$ cat config.mk
export PLATFORM = sky130hd
export DESIGN_NAME = lopf_ctrl
export DESIGN_NICKNAME = d
export VERILOG_FILES = /design/src/lopf_pkg.sv /design/src/lopf_ctrl.sv
export SDC_FILE = /design/constraint.sdc
export NUM_CORES = 1
export LEC_CHECK = 0
export BUFFER_PORTS_ARGS = -buffer_cell sky130_fd_sc_hd__buf_2
export CORE_AREA = 10 10 47 49
export CTS_BUF_LIST = sky130_fd_sc_hd__clkbuf_4
export CTS_CLUSTER_DIAMETER = 50
export CTS_CLUSTER_SIZE = 8
export DETAILED_ROUTE_END_ITERATION = 10
export DIE_AREA = 0 0 57 59
export PLACE_DENSITY_LB_ADDON = 0.12
export RECOVER_POWER = 25
export SLEW_MARGIN = 30
export SYNTH_ARGS = -nofsm -noshare
export SYNTH_HDL_FRONTEND = slang
export SYNTH_SLANG_ARGS = --single-unit
$ cat constraint.sdc
create_clock -name i_clk -period 2.95 [get_ports i_clk]
set_clock_uncertainty 0.2 [all_clocks]
set_input_delay 0.59 -clock i_clk [delete_from_list [all_inputs] [get_ports i_clk]]
set_output_delay 0.59 -clock i_clk [all_outputs]
set_load 0.02 [all_outputs]
$ cat src/lopf_pkg.sv
// Package for the line offset PD follower: types, register map, codes.
// Used by every module in src; depends on nothing.
package lopf_pkg;

    localparam int unsigned DivSteps = 16;

    typedef enum logic [1:0] {
        ACT_BEGIN = 2'd0,
        ACT_FRAME = 2'd1,
        ACT_TICK  = 2'd2,
        ACT_NONE  = 2'd3
    } t_action;

    typedef enum logic [2:0] {
        REG_ALPHA = 3'd0,
        REG_KP    = 3'd1,
        REG_KD    = 3'd2,
        REG_LIM   = 3'd3,
        REG_MINL  = 3'd4,
        REG_TOUT  = 3'd5,
        REG_GAP   = 3'd6,
        REG_UNUSED = 3'd7
    } t_reg_idx;

    typedef struct packed {
        logic [15:0]        alpha;
        logic signed [15:0] kp;
        logic signed [15:0] kd;
        logic [14:0]        lim;
        logic [14:0]        minl;
        logic [15:0]        tout;
        logic [15:0]        gap;
    } t_cfg;

    // controller -> datapath
    typedef struct packed {
        logic load;      // latch the input item
        logic do_begin;
        logic do_tick;
        logic do_check;  // compute lengths
        logic do_invalid;
        logic do_prime;
        logic do_ema_mul;
        logic do_ema_sum;
        logic div_start;
        logic div_step;
        logic div_end;
        logic do_pd_mul;
        logic do_pd_sum;
    } t_cmd;

    // datapath -> controller
    typedef struct packed {
        logic is_frame;
        logic valid;
        logic primed;
        logic use_div;
        logic div_last;
    } t_status;

endpackage

$ cat src/lopf_ctrl.sv
// Controller state machine for the line offset PD follower.
// Depends on lopf_pkg.
module lopf_ctrl import lopf_pkg::*; (
    input  logic    i_clk,
    input  logic    i_rst_n,
    input  logic    i_in_valid,
    output logic    o_in_ready,
    output logic    o_out_valid,
    input  logic    i_out_ready,
    input  t_status i_st,
    output t_cmd    o_cmd
);

    typedef enum logic [9:0] {
        S_IDLE  = 10'b0000000001,
        S_CHECK = 10'b0000000010,
        S_DEC   = 10'b0000000100,
        S_EMAM  = 10'b0000001000,
        S_EMAS  = 10'b0000010000,
        S_DIV   = 10'b0000100000,
        S_DEND  = 10'b0001000000,
        S_PDM   = 10'b0010000000,
        S_PDS   = 10'b0100000000,
        S_OUT   = 10'b1000000000
    } t_state;

    t_state r_state, n_state;
    logic   r_out_valid, n_out_valid;
    logic   w_take;
    logic   w_busy;

    assign w_busy     = (r_state != S_IDLE);
    assign o_in_ready = !w_busy && (!r_out_valid || i_out_ready);
    assign o_out_valid = r_out_valid;
    assign w_take     = i_in_valid && o_in_ready;

    always_comb begin
        n_state     = r_state;
        n_out_valid = r_out_valid;
        o_cmd       = '0;
        if (r_out_valid && i_out_ready) begin
            n_out_valid = 1'b0;
        end
        unique case (r_state)
            S_IDLE: begin
                if (w_take) begin
                    o_cmd.load = 1'b1;
                    n_state    = S_CHECK;
                end
            end
            S_CHECK: begin
                o_cmd.do_check = 1'b1;
                n_state        = S_DEC;
            end
            S_DEC: begin
                if (!i_st.is_frame) begin
                    o_cmd.do_begin = 1'b1;
                    o_cmd.do_tick  = 1'b1;
                    n_state        = S_OUT;
                end else if (!i_st.valid) begin
                    o_cmd.do_invalid = 1'b1;
                    n_state          = S_OUT;
                end else if (!i_st.primed) begin
                    o_cmd.do_prime = 1'b1;
                    n_state        = S_PDM;
                end else begin
                    o_cmd.do_ema_mul = 1'b1;
                    n_state          = S_EMAS;
                end
            end
            S_EMAS: begin
                o_cmd.do_ema_sum = 1'b1;
                o_cmd.div_start  = 1'b1;
                n_state          = i_st.use_div ? S_DIV : S_PDM;
            end
            S_DIV: begin
                o_cmd.div_step = 1'b1;
                if (i_st.div_last) begin
                    n_state = S_DEND;
                end
            end
            S_DEND: begin
                o_cmd.div_end = 1'b1;
                n_state       = S_PDM;
            end
            S_PDM: begin
                o_cmd.do_pd_mul = 1'b1;
                n_state         = S_PDS;
            end
            S_PDS: begin
                o_cmd.do_pd_sum = 1'b1;
                n_state         = S_OUT;
            end
            S_OUT: begin
                n_out_valid = 1'b1;
                n_state     = S_IDLE;
            end
            S_EMAM: begin
                n_state = S_EMAS;
            end
            default: begin
                n_state = S_IDLE;
            end
        endcase
    end

    always_ff @(posedge i_clk) begin
        if (!i_rst_n) begin
            r_state     <= S_IDLE;
            r_out_valid <= 1'b0;
        end else begin
            r_state     <= n_state;
            r_out_valid <= n_out_valid;
        end
    end

    a_onehot: assert property (@(posedge i_clk) disable iff (!i_rst_n) $onehot(r_state))
        else $error("state not one-hot");
    a_no_take_busy: assert property (@(posedge i_clk) disable iff (!i_rst_n)
        w_busy |-> !o_in_ready) else $error("ready while busy");
    a_out_after: assert property (@(posedge i_clk) disable iff (!i_rst_n)
        (r_state == S_OUT) |=> r_out_valid) else $error("result not posted");

endmodule

; Word-level counts from Yosys, hierarchy flattened
; Cells that the tools add are included.
[totals]
reg_bits = 11
inputBits = 9
[op_classes]
reduce_logical = 8
muxes = 25
n_eq_ne = 13
[ops]
columns = cell, n
row1 = $pmux W10 S9, 1
row2 = $mux W10, 4
row3 = $mux W8, 2
row4 = $mux W1, 12
row5 = $eq A10 B1 Y1 const B, 1
row6 = $eq A10 B10 Y1 const B, 1
row7 = $eq A10 B2 Y1 const B, 1
row8 = $eq A10 B3 Y1 const B, 1
row9 = $eq A10 B4 Y1 const B, 1
row10 = $eq A10 B5 Y1 const B, 1
row11 = $eq A10 B6 Y1 const B, 1
row12 = $eq A10 B7 Y1 const B, 1
row13 = $eq A10 B8 Y1 const B, 1
row14 = $eq A10 B9 Y1 const B, 1
row15 = $ne A10 B1 Y1 const B, 1
row16 = $mux W2, 4
row17 = $mux W3, 2
row18 = $ne A2 B2 Y1 const B, 2
row19 = $logic_and A1 B1 Y1, 3
row20 = $logic_not A1 Y1, 2
row21 = $reduce_and A2 Y1, 1
row22 = $reduce_bool A2 Y1, 1
row23 = $logic_or A1 B1 Y1, 1

; Depth between registers and ports, before layout
[depth]
ltp_word = 6
mapped_depth = 5

; Least setup slack after synthesis
; Ideal clock, no wire load.
[synth_path]
path_kind = register -> output
start = register r_state[0]
end = output port o_cmd[5] (netlist name)
arrival_time_ns = 1.826
stages_incl_launch_ff = 4
path_slack_ns = 0.334
cell_sequence = dfxtp_1 -> or4b_2 -> nor3_1 -> buf_4
[synth_lines]
columns = item, line
row1 = start: declaration, lopf_ctrl.sv:27  ; t_state r_state, n_state;
row2 = start signal: assignment, lopf_ctrl.sv:112  ; r_state <= n_state;
row3 = end: declaration, lopf_ctrl.sv:11  ; output t_cmd o_cmd

==> summary.md <==
The flow ran to the end, and the final reports show no timing, DRC or antenna violations. For this design the static power due to leakage is 0.352 nW. Dividing total power by cell area gives a power density of 390 nW/um^2. The flop and latch count out of synthesis was 10; the total standard cell area after synthesis was 619 sq um. After detailed routing, the average wire length per cell comes to 14.0 um. For the placeable core area, the log shows 1400 sq um. The I/O pin total is 24.

The area enclosed by the die boundary was 3360 sq um; the maximum fanout along the worst path was 6. On the worst path, the slowest cell contributes a delay of 630 ps. The tools report the relative slew slack as 0.590.

The commonest cells after synthesis are 10 x dfxtp_1, 7 x nor2_1, 5 x and2_1, 5 x nor3_1. The post-synthesis async set-or-reset flop share was 0; the CTS sink count was 10. Clock root buffer: clkbuf_4. Sequential area share after synthesis: 0.323. Post-CTS repair changed the size of 0 cells. For this block, the initial DRC count from the detailed router was 8.

The logs give 2 for the maximum number of buffers from clock root to sink and 0 for the max-slew violation total from the final report. Fraction of final layout cells with drive strength greater than 1: 0.344. From bottom edge to top edge, the die measures 59 um. The top cell type by total area after synthesis was dfxtp_1. The tightest min-delay check is of the input port to register type. During synthesis, Yosys emitted a total of 0 warnings. In this design, the largest share of critical-path delay is due to simple AND/OR/NAND/NOR gates.

The class of the most critical setup path was register to output port. The global router's overall resource usage came out at 0.0888. Setup total negative slack on the finished layout was measured at 0 ps.

After global routing the overflow that remains totals 0. Once routing completed, OpenROAD measured the worst setup slack at 207 ps. Data on the critical path is required at its endpoint by 2160 ps.

The via total after detailed routing came out at 567. The count of filler cells inserted in the layout is 144. The worst voltage drop across the vdd grid was 0.159 mV; the number of maximum-capacitance violations was 0.

The count of flip-flops with a built-in enable after synthesis is 0. The logs give 0 for the initial antenna violation count and 0 for the number of endpoints failing setup at the final stage. The hold path depth is 2, and the via count of the first global-routing pass is 576. The clock period minus worst slack works out to 2740 ps. The count of hold-fix buffers inserted at cts was 0.

The first detailed-routing pass ran for 4 iterations. Based on the critical path, the design can be clocked at up to 365 MHz. After legalization and detailed placement, the total HPWL measured 1170 um. The critical path crosses 4 cells after its start point. The share of the synthesized area in the top cell type was 0.323; the final routed DRC violation total was 0.

The area growth from synthesis to layout came out at 18.6%. After synthesis, the cell types taking the most area are dfxtp_1 32%, and2_1 5.1%, a2111oi_4 4.4%. Data arrives at the worst endpoint at 1950 ps. The horizontal die dimension came out at 57 um. For this run, the leading register cell type out of synthesis is dfxtp_1. The slowest cell on the critical path is or4_1. The number of setup buffers added after CTS is 0.

The weighted congestion at the end of routability-driven global placement was 0.719. The clock network latency to the later pin of the worst-skew pair is 270 ps, and the final wirelength is 1480 um. The slew at the pin with the worst max-slew slack is 600 ps. Buffers inserted during clock tree synthesis total 3. Walking the worst path, the cells encountered are or4_1 > nand4bb_4 > nor3_4 > buf_2.

The combined buffer and inverter count along the critical path was 1. The number of buffers inserted by port buffering came out at 23. The worst setup path is captured at an output port. Setup repair after global routing left no endpoint under its margin.

The first global-routing pass estimated 2460 um of wire. The fraction of the cycle the final worst path needs came out at 0.930. The effective utilization at floorplan came out at 0.442. The per-instance average area after synthesis came out at 9.11 sq um. The repair_antennas step left the layout with diodes totalling 0. The post-synthesis net count is 77.

Counting cells, the worst reg-to-reg path comes to 4. Entering global routing, the biggest net connects 13 pins. The run gives 1 as the depth of the CTS H-tree.

In this run the core area contains 14 standard-cell rows. After clock tree synthesis, the clock-pin slew on the worst setup and hold paths is 70 ps. The count of endpoints failing hold in the final timing report came out at 0. TritonCTS built the clock tree. In the routed layout, each cell is associated on average with a via count of 5.35. The final net count was 100. Counting distinct cell types in the post-synthesis netlist gives 32.

The worst setup path is launched from a register. The run gives 68 as the cell count after synthesis. Before CTS, the worst setup slack after placement is 438 ps. Once detail routing completed, the nets flagged for antenna violations numbered 0. The most common cell in the synthesized netlist is dfxtp_1.
[layer usage]
metal	global-route usage	vias up	wire length, um
met5	0	-	0
met4	0.0403	0	14
met3	0.0429	4	123
met2	0.133	19	628
met1	0.104	247	712
li1	-	297	-
[where the power goes]
group | internal [mW] | switching, mW
clock | 0.0489 | 0.0489
sequential | 0.138 | 0.00484
combinational | 0.0188 | 0.0268
total | 0.206 | 0.0805
[registers in the layout (all words and copies together) (netlist names)]
signal,cells
o_out_valid,1
r_state,9
[cell families after synthesis]
| kind of cell | count (synthesis) | share of synthesized area |
|---|---|---|
| DFF | 10 | 0.323 |
| AOI/OAI and AO/OA | 12 | 0.176 |
| buffers and inverters | 7 | 0.0566 |
| and+or+nand+nor | 37 | 0.416 |
| xor gates and xnor gates | 2 | 0.0283 |
[final timing paths]
check | start | end | slack, ps
worst max-delay path | r_state[9] | o_cmd[7] | 210
worst min-delay path | i_rst_n | r_state[1] | 340
worst max register to register | r_state[9] | r_state[4] | 650
worst min register to register | r_state[9] | o_out_valid | 350
[layout make-up]
class | count | area (sq um) | area share
Tap cell | 16 | 20.0 | 0.0273
Sequential cell | 10 | 200 | 0.273
Clock buffer | 3 | 22.5 | 0.0307
Inverter | 2 | 7.51 | 0.0102
Clock inverter | 1 | 3.75 | 0.00511
Multi-Input combinational cell | 51 | 367 | 0.499
Timing Repair Buffer | 23 | 114 | 0.155
[worst reg2reg max path, stage by stage, from the launching register on]
cell and delay, ps:
dfxtp_1 330, or4_1 630, a2111oi_0 600, a211oi_1 220, and2_1 210
[cells in the final DEF, fill, tap and decap left out, drive strengths merged]
cell type and n:
a2111oi 1, a211oi 1, a21oi 2, a22oi 1, and2 5, and3 3
and4b 1, buf 22, clkbuf 4, clkinv 1, dfxtp 10, inv 2
nand2 2, nand2b 1, nand3 1, nand4b 1, nand4bb 1, nor2 7
nor3 6, nor3b 1, nor4 2, nor4b 3, o211a 1, o21a 1
o21ai 3, o31a 1, o41ai 1, or4 1, or4b 2, xor2 2
[stage by stage]
step	area [sq um]	power (mW)	instances	hold slack, ps	util
after floorplan	619	0.177	68	291	-
after global placement	727	0.193	102	327	0.519
after detailed placement	727	0.195	102	333	0.519
after CTS	753	0.294	106	342	0.538
after global routing	734	0.300	106	362	0.524
final	734	0.286	106	345	0.524
Note: power is estimated with default switching activity, not from simulation.
